[src/rtl/spptd_pkg.sv]
// Shared types and constants for the stereo ping-pong tape delay.
// Holds the controller/datapath command and status structs, register indexes
// and fixed-point gains. Depends on nothing.
`timescale 1ns / 1ps

package spptd_pkg;

    // Parameter defaults
    localparam int DEF_DELAY_DEPTH      = 131072;
    localparam int DEF_SAMPLE_BITS      = 16;
    localparam int DEF_TANH_TABLE_DEPTH = 1024;

    // Configuration register indexes
    localparam logic [2:0] CFG_DELAY_LENGTH = 3'd0;
    localparam logic [2:0] CFG_MIX_LEVEL    = 3'd1;
    localparam logic [2:0] CFG_FEEDBACK     = 3'd2;
    localparam logic [2:0] CFG_TAPE_MODE    = 3'd3;
    localparam logic [2:0] CFG_MONO_INPUT   = 3'd4;
    localparam logic [2:0] CFG_CENTRE_MODE  = 3'd5;

    localparam int CFG_IDX_W  = 3;
    localparam int CFG_DATA_W = 17;

    // Register reset values
    localparam logic [16:0] RST_DELAY_LENGTH = 17'd24000;
    localparam logic [16:0] RST_MIX_LEVEL    = 17'd32768;
    localparam logic [15:0] RST_FEEDBACK     = 16'd32768;

    // Fixed-point gains (Q0.16 / Q1.16)
    localparam logic [16:0] LP_KEEP      = 17'd52429;
    localparam logic [16:0] LP_TAKE      = 17'd13107;
    localparam logic [16:0] CROSS_GAIN   = 17'd46334;
    localparam logic [16:0] UNITY_Q16    = 17'd65536;
    localparam logic [16:0] MIX_MAX      = 17'd65536;
    localparam logic [15:0] FEEDBACK_MAX = 16'd64881;

    // Multiplier operand pair
    typedef enum logic [3:0] {
        MUL_NONE,
        MUL_LPL_KEEP,
        MUL_DL_TAKE,
        MUL_LPR_KEEP,
        MUL_DR_TAKE,
        MUL_FBK_L,
        MUL_FBK_R,
        MUL_DRY_L,
        MUL_WET_L,
        MUL_DRY_R,
        MUL_WET_R
    } t_mul;

    // Accumulator action on the registered product
    typedef enum logic [2:0] {
        ACC_NONE,
        ACC_LOAD,
        ACC_ADD,
        ACC_LOAD_SUM2,
        ACC_LOAD_SH16
    } t_acc;

    // Destination of the rounded, saturated accumulator
    typedef enum logic [2:0] {
        DST_NONE,
        DST_LPL,
        DST_LPR,
        DST_FL,
        DST_FR,
        DST_OL,
        DST_OR
    } t_dst;

    // Saturation lookup source (LPL/LPR results go to the delay taps, FL/FR back to the feedback sample)
    typedef enum logic [2:0] {
        TS_NONE,
        TS_LPL,
        TS_LPR,
        TS_FL,
        TS_FR
    } t_ts;

    typedef struct packed {
        logic load;
        logic tap;
        logic mem_wr;
        logic present;
        t_mul mul;
        t_acc acc;
        t_dst dst;
        t_ts  ts;
    } t_cmd;

    typedef struct packed {
        logic tape;
    } t_stat;

endpackage

[src/rtl/spptd_ctrl.sv]
// Sequencer for the delay: steps the shared multiplier schedule and handles
// both stream handshakes. Depends on spptd_pkg.
`timescale 1ns / 1ps

module spptd_ctrl
    import spptd_pkg::*;
(
    input  logic  i_clk,
    input  logic  i_rst_n,
    input  logic  i_in_valid,
    output logic  o_in_ready,
    output logic  o_out_valid,
    input  logic  i_out_ready,
    input  t_stat i_stat,
    output t_cmd  o_cmd
);

    typedef enum logic [4:0] {
        S_IDLE, S_TAP,
        S_LP0, S_LP1, S_LP2, S_LP3, S_LP4, S_LP5, S_LP6, S_LP7,
        S_FB0, S_FB1, S_FB2, S_FB3, S_FB4, S_FB5, S_FB6, S_FB7, S_FB8, S_FB9,
        S_DONE
    } t_state;

    t_state r_state;
    logic   out_free;

    assign o_in_ready = (r_state == S_IDLE);
    assign out_free   = !o_out_valid || i_out_ready;

    // Command decode per step
    always_comb begin
        o_cmd = '{load: 1'b0, tap: 1'b0, mem_wr: 1'b0, present: 1'b0,
                  mul: MUL_NONE, acc: ACC_NONE, dst: DST_NONE, ts: TS_NONE};
        case (r_state)
            S_IDLE: o_cmd.load = i_in_valid;
            S_TAP:  o_cmd.tap = 1'b1;
            S_LP0:  o_cmd.mul = MUL_LPL_KEEP;
            S_LP1: begin
                o_cmd.mul = MUL_DL_TAKE;
                o_cmd.acc = ACC_LOAD;
            end
            S_LP2: begin
                o_cmd.mul = MUL_LPR_KEEP;
                o_cmd.acc = ACC_ADD;
            end
            S_LP3: begin
                o_cmd.mul = MUL_DR_TAKE;
                o_cmd.acc = ACC_LOAD;
                o_cmd.dst = DST_LPL;
            end
            S_LP4: begin
                o_cmd.acc = ACC_ADD;
                o_cmd.ts  = TS_LPL;
            end
            S_LP5: o_cmd.dst = DST_LPR;
            S_LP6: o_cmd.ts = TS_LPR;
            S_LP7: ;
            S_FB0: o_cmd.mul = MUL_FBK_L;
            S_FB1: begin
                o_cmd.mul = MUL_FBK_R;
                o_cmd.acc = ACC_LOAD_SUM2;
            end
            S_FB2: begin
                o_cmd.acc = ACC_LOAD_SUM2;
                o_cmd.dst = DST_FL;
            end
            S_FB3: begin
                o_cmd.dst = DST_FR;
                o_cmd.ts  = i_stat.tape ? TS_FL : TS_NONE;
            end
            S_FB4: begin
                o_cmd.mul = MUL_DRY_L;
                o_cmd.ts  = i_stat.tape ? TS_FR : TS_NONE;
            end
            S_FB5: begin
                o_cmd.mul = MUL_WET_L;
                o_cmd.acc = ACC_LOAD_SH16;
            end
            S_FB6: begin
                o_cmd.mem_wr = 1'b1;
                o_cmd.mul    = MUL_DRY_R;
                o_cmd.acc    = ACC_ADD;
            end
            S_FB7: begin
                o_cmd.mul = MUL_WET_R;
                o_cmd.acc = ACC_LOAD_SH16;
                o_cmd.dst = DST_OL;
            end
            S_FB8:  o_cmd.acc = ACC_ADD;
            S_FB9:  o_cmd.dst = DST_OR;
            S_DONE: o_cmd.present = out_free;
            default: ;
        endcase
    end

    // State and output valid
    always_ff @(posedge i_clk) begin
        if (!i_rst_n) begin
            r_state     <= S_IDLE;
            o_out_valid <= 1'b0;
        end else begin
            // a new result may load in the cycle the old one is taken
            if (r_state == S_DONE && out_free) begin
                o_out_valid <= 1'b1;
            end else if (o_out_valid && i_out_ready) begin
                o_out_valid <= 1'b0;
            end
            case (r_state)
                S_IDLE:  if (i_in_valid) r_state <= S_TAP;
                S_TAP:   r_state <= i_stat.tape ? S_LP0 : S_FB0;
                S_LP0:   r_state <= S_LP1;
                S_LP1:   r_state <= S_LP2;
                S_LP2:   r_state <= S_LP3;
                S_LP3:   r_state <= S_LP4;
                S_LP4:   r_state <= S_LP5;
                S_LP5:   r_state <= S_LP6;
                S_LP6:   r_state <= S_LP7;
                S_LP7:   r_state <= S_FB0;
                S_FB0:   r_state <= S_FB1;
                S_FB1:   r_state <= S_FB2;
                S_FB2:   r_state <= S_FB3;
                S_FB3:   r_state <= S_FB4;
                S_FB4:   r_state <= S_FB5;
                S_FB5:   r_state <= S_FB6;
                S_FB6:   r_state <= S_FB7;
                S_FB7:   r_state <= S_FB8;
                S_FB8:   r_state <= S_FB9;
                S_FB9:   r_state <= S_DONE;
                S_DONE:  if (out_free) r_state <= S_IDLE;
                default: r_state <= S_IDLE;
            endcase
        end
    end

endmodule

[config.mk]
export PLATFORM = sky130hd
export DESIGN_NAME = spptd_ctrl
export DESIGN_NICKNAME = d
export VERILOG_FILES = /design/src/rtl/spptd_pkg.sv /design/src/rtl/spptd_ctrl.sv
export SDC_FILE = /design/constraint.sdc
export NUM_CORES = 1
export LEC_CHECK = 0
export BUFFER_PORTS_ARGS = -buffer_cell sky130_fd_sc_hd__buf_2
export CORE_MARGIN = 2
export CORE_UTILIZATION = 30
export DETAILED_ROUTE_END_ITERATION = 8
export HOLD_SLACK_MARGIN = 0.12
export PLACE_DENSITY_LB_ADDON = 0.08
export SLEW_MARGIN = 20
export SYNTH_ARGS = -nofsm -noshare
export SYNTH_HDL_FRONTEND = slang
export SYNTH_SLANG_ARGS = --single-unit
[constraint.sdc]
create_clock -name i_clk -period 1.3 [get_ports i_clk]
set_clock_uncertainty 0.1 [all_clocks]
set_input_delay 0.13 -clock i_clk [delete_from_list [all_inputs] [get_ports i_clk]]
set_output_delay 0.13 -clock i_clk [all_outputs]
set_load 0.1 [all_outputs]
Word level (Yosys, flattened, before mapping)
Cells that the tools add are included.

Register bits after elaboration: 6. Bits in latches: 0. Memory bits (writable): 0. Memory bits (read-only): 0. Input port bits: 5. Output and inout port bits: 19. Logic and storage cells: 51. Memories: 0.

Add/sub/neg operators: 0. Multiply operators: 0. Divide/modulo/power cells: 0. $lt $le $gt $ge: 0. Equal/unequal tests: 22. Shifts and indexed selects: 0. Multiplexer cells: 16. Bitwise logic cells: 0. Reductions and logical operators: 11.

Operator list (count): $pmux W5 S21 (1); $eq A5 B4 Y1 const B (8); $pmux W4 S10 (1); $eq A5 B5 Y1 const B (5); $pmux W3 S4 (2); $eq A5 B3 Y1 const B (4); $pmux W3 S6 (1); $eq A5 B2 Y1 const B (2); $mux W5 (2); $mux W1 (6); $reduce_or A2 Y1 (3); $eq A5 B1 Y1 const B (1); $logic_not A5 Y1 (1); $mux W4 (1); $ne A2 B2 Y1 const B (2); $reduce_or A4 Y1 (1); $mux W3 (1); $logic_and A1 B1 Y1 (2); $mux W2 (1); $reduce_and A2 Y1 (1); $reduce_bool A2 Y1 (1); $logic_not A1 Y1 (1); $logic_or A1 B1 Y1 (1).

Logic depth before layout (Yosys ltp)
Depth after elaboration: 4. Mapped depth: 5. Gate-level depth less buffers: 4.

Worst setup path before layout
Ideal clock, no wire load.

Path kind: register -> output. Start point: reg r_state[4]. End point: out o_cmd[2] in the netlist's numbering. Arrival time: 3.549 ns. Required time: 1.070 ns. Path slack: -2.479 ns. Cell stages (with the launch flop): 4. Buffers on the path: 2. Path through: dfxtp_1 > buf_2 > clkbuf_1 > nor4_1.

RTL lines: from (decl) (line spptd_ctrl.sv:25) `t_state r_state;`; from (signal assigned) (line spptd_ctrl.sv:111) `S_TAP: r_state <= i_stat.tape ? S_LP0 : S_FB0;`; to (decl) (line spptd_ctrl.sv:15) `output t_cmd o_cmd`.

==> impl_metrics.json <==
{
  "drt_wl_total_mm": 3.51,
  "synth_seq_cells": 6,
  "hold_viol_final": 0,
  "rows": 16,
  "finalCritPeriodShare_pct": 132,
  "synthesis.instances": 96,
  "min_path_type": "in2reg",
  "die_w_um": 50.2,
  "status": "finished with violations",
  "tightest_slew_ns": 0.486,
  "ys_types": 35,
  "n_antenna_cell": 0,
  "hpwl_mm": 1.88,
  "grt_max_degree": 11,
  "yosysWarnings": 0,
  "path_class": "reg2out",
  "fmax_mhz": 583,
  "max_slew_margin_pct": 67.8,
  "ios": 24,
  "dr_total_vias": 1018,
  "clockRootBuffer": "clkbuf_4",
  "yosysSeqAreaShare_pct": 18.8,
  "htreeDepth": 1,
  "vias_per_cell": 5.72,
  "clk_latency_ns": 0.25,
  "crit_required_ns": 1.07,
  "slew_violations": 0,
  "drc": 0,
  "path_max_fanout": 10,
  "grt_use_total_pct": 24.2,
  "synth.most_common_cell": "nor2_1",
  "firstDrtPassIters": 4,
  "synthTopCellsByArea": "dfxtp_1 (19%), nor2_1 (6.5%), a21oi_1 (6.3%)",
  "maxCapViolCount": 0,
  "grt_setup_unrepaired": "true",
  "fin_crit_ns": 1.72,
  "place.port_buffers": 23,
  "finalSetupTns_ns": -6.64,
  "synth.top_cells.by_count": "nor2_1 (11), nand2_1 (9), a21oi_1 (8)",
  "violations": "setup timing",
  "wl_per_cell_um": 19.7,
  "antenna_left": 0,
  "first_iter_violations": 52,
  "fp.coreArea_mm2": 0.00198,
  "dieArea_mm2": 0.00252,
  "cp-end-kind": "output port",
  "antenna_found_initial": 0,
  "postLayoutSetupSlackWorst_ns": -0.415,
  "critPathLaunchType": "flip-flop",
  "holdWs_ns": 0.261,
  "drive_gt1_share_pct": 76.8,
  "ir_drop_mv": 1.00,
  "avgSynthCellArea_um2": 6.66,
  "syn-cell-area_um2": 639,
  "synth_top_area_share_pct": 18.8,
  "dp_slack_ns": -0.342,
  "syn_to_final_growth_pct": 170,
  "synth-async-reset-ratio_pct": 0,
  "synth_enable_flop_cells": 0,
  "grt_pass1_vias": 925,
  "overflow": 0,
  "setup_viol": 21,
  "start_util_pct": 32.3,
  "final_net_count": 158,
  "numCtsBuffers": 3,
  "path_clk_slew_ns": 0.05,
  "grt_pass1_wl_mm": 4.69,
  "cp.arrival_ns": 1.49,
  "cts_buffer_depth": 2,
  "place_congestion": 0.912,
  "cts_tree": "yes",
  "ys.flop_type": "dfxtp_1",
  "cts_sinks": 6,
  "die_h_um": 50.2,
  "leakagePower_nw": 0.648,
  "p_per_area_mw_per_mm2": 1140,
  "synth_area_leader_cell": "dfxtp_1",
  "synth_nets": 101
}
-- final cells by class --
cell class                      count  area (um2)
Timing Repair Buffer               62         746
Fill cell                          89         256
Inverter                            5        18.8
Clock buffer                        3        22.5
Sequential cell                     6         138
Multi-Input combinational cell     75         767
Tap cell                           27        33.8
-- layer usage --
layer | GRT usage [%] | vias to the layer above | wire length [um]
li1 | - | 458 | -
met1 | 33.2 | 500 | 1400
met2 | 39.5 | 52 | 1800
met3 | 3.27 | 8 | 256
met4 | 6.48 | 0 | 60
met5 | 0 | - | 0
-- stage by stage --
stage          total power (W)  instances  utilization (%)  area (um2)
2_1_floorplan          0.00112         96                -         903
3_3_place_gp           0.00150        167             73.0        1450
3_5_place_dp           0.00151        167             73.0        1450
4_1_cts                0.00183        176             83.5        1650
5_1_grt                0.00202        178             87.1        1730
6_report               0.00196        178             87.1        1730
-- critical path, cell delays in order (launching register included) --
cell and delay (ns):
dfxtp_4 0.40, nor2_4 0.20, mux2i_1 0.13, nor2_1 0.17, o21a_4 0.17, buf_12 0.16
-- kinds of logic after synthesis --
group           share of synthesized area, %
mux                                     1.57
xor+xnor                                1.37
flops                                   18.8
simple gates                            37.0
buf+inv                                 12.3
compound gates                          29.0
-- layout by cell type (no fill, tap or decap), types with 3 or more instances in the layout --
cell type / n
a21oi_1: 4
a21oi_2: 3
dfxtp_4: 4
inv_1: 3
nand2_2: 3
buf_4: 23
o22ai_4: 4
nand2_1: 6
nor2b_4: 3
nor2_1: 3
buf_12: 19
nor2_4: 6
buf_6: 12
buf_2: 5
clkbuf_4: 3
nor2_2: 3
-- path summary, 6_finish.rpt --
check,startpoint,endpoint,slack (ns),depth (start not counted)
setup / recovery,r_state[3],o_cmd[9],-0.42,5
hold / removal,i_stat,r_state[3],0.26,4
setup reg to reg,r_state[1],r_state[2],-0.27,6
hold reg to reg,r_state[4],r_state[3],0.52,2
-- sequential cells by signal, summed over array words and instances (netlist names) --
signal / flops
o_out_valid: 1
r_state: 5
-- power by group --
part / leakage, nW / internal [W] / total (W) / switching (W)
sequential: 0.0528 / 0.000214 / 0.000291 / 0.0000768
combinational: 0.581 / 0.000614 / 0.00149 / 0.000876
clock: 0.0138 / 0.000105 / 0.000181 / 0.0000756
-- timing repair --
action / CTS / global route
gates resized for setup: 40 / 12
buffers inserted: 4 / 2
endpoints found under the hold margin: 6 / 0
pin swaps: 15 / 7
hold buffers: 3 / 0
endpoints found under the setup margin: 24 / 23
Power figures use the tool's default switching activity.
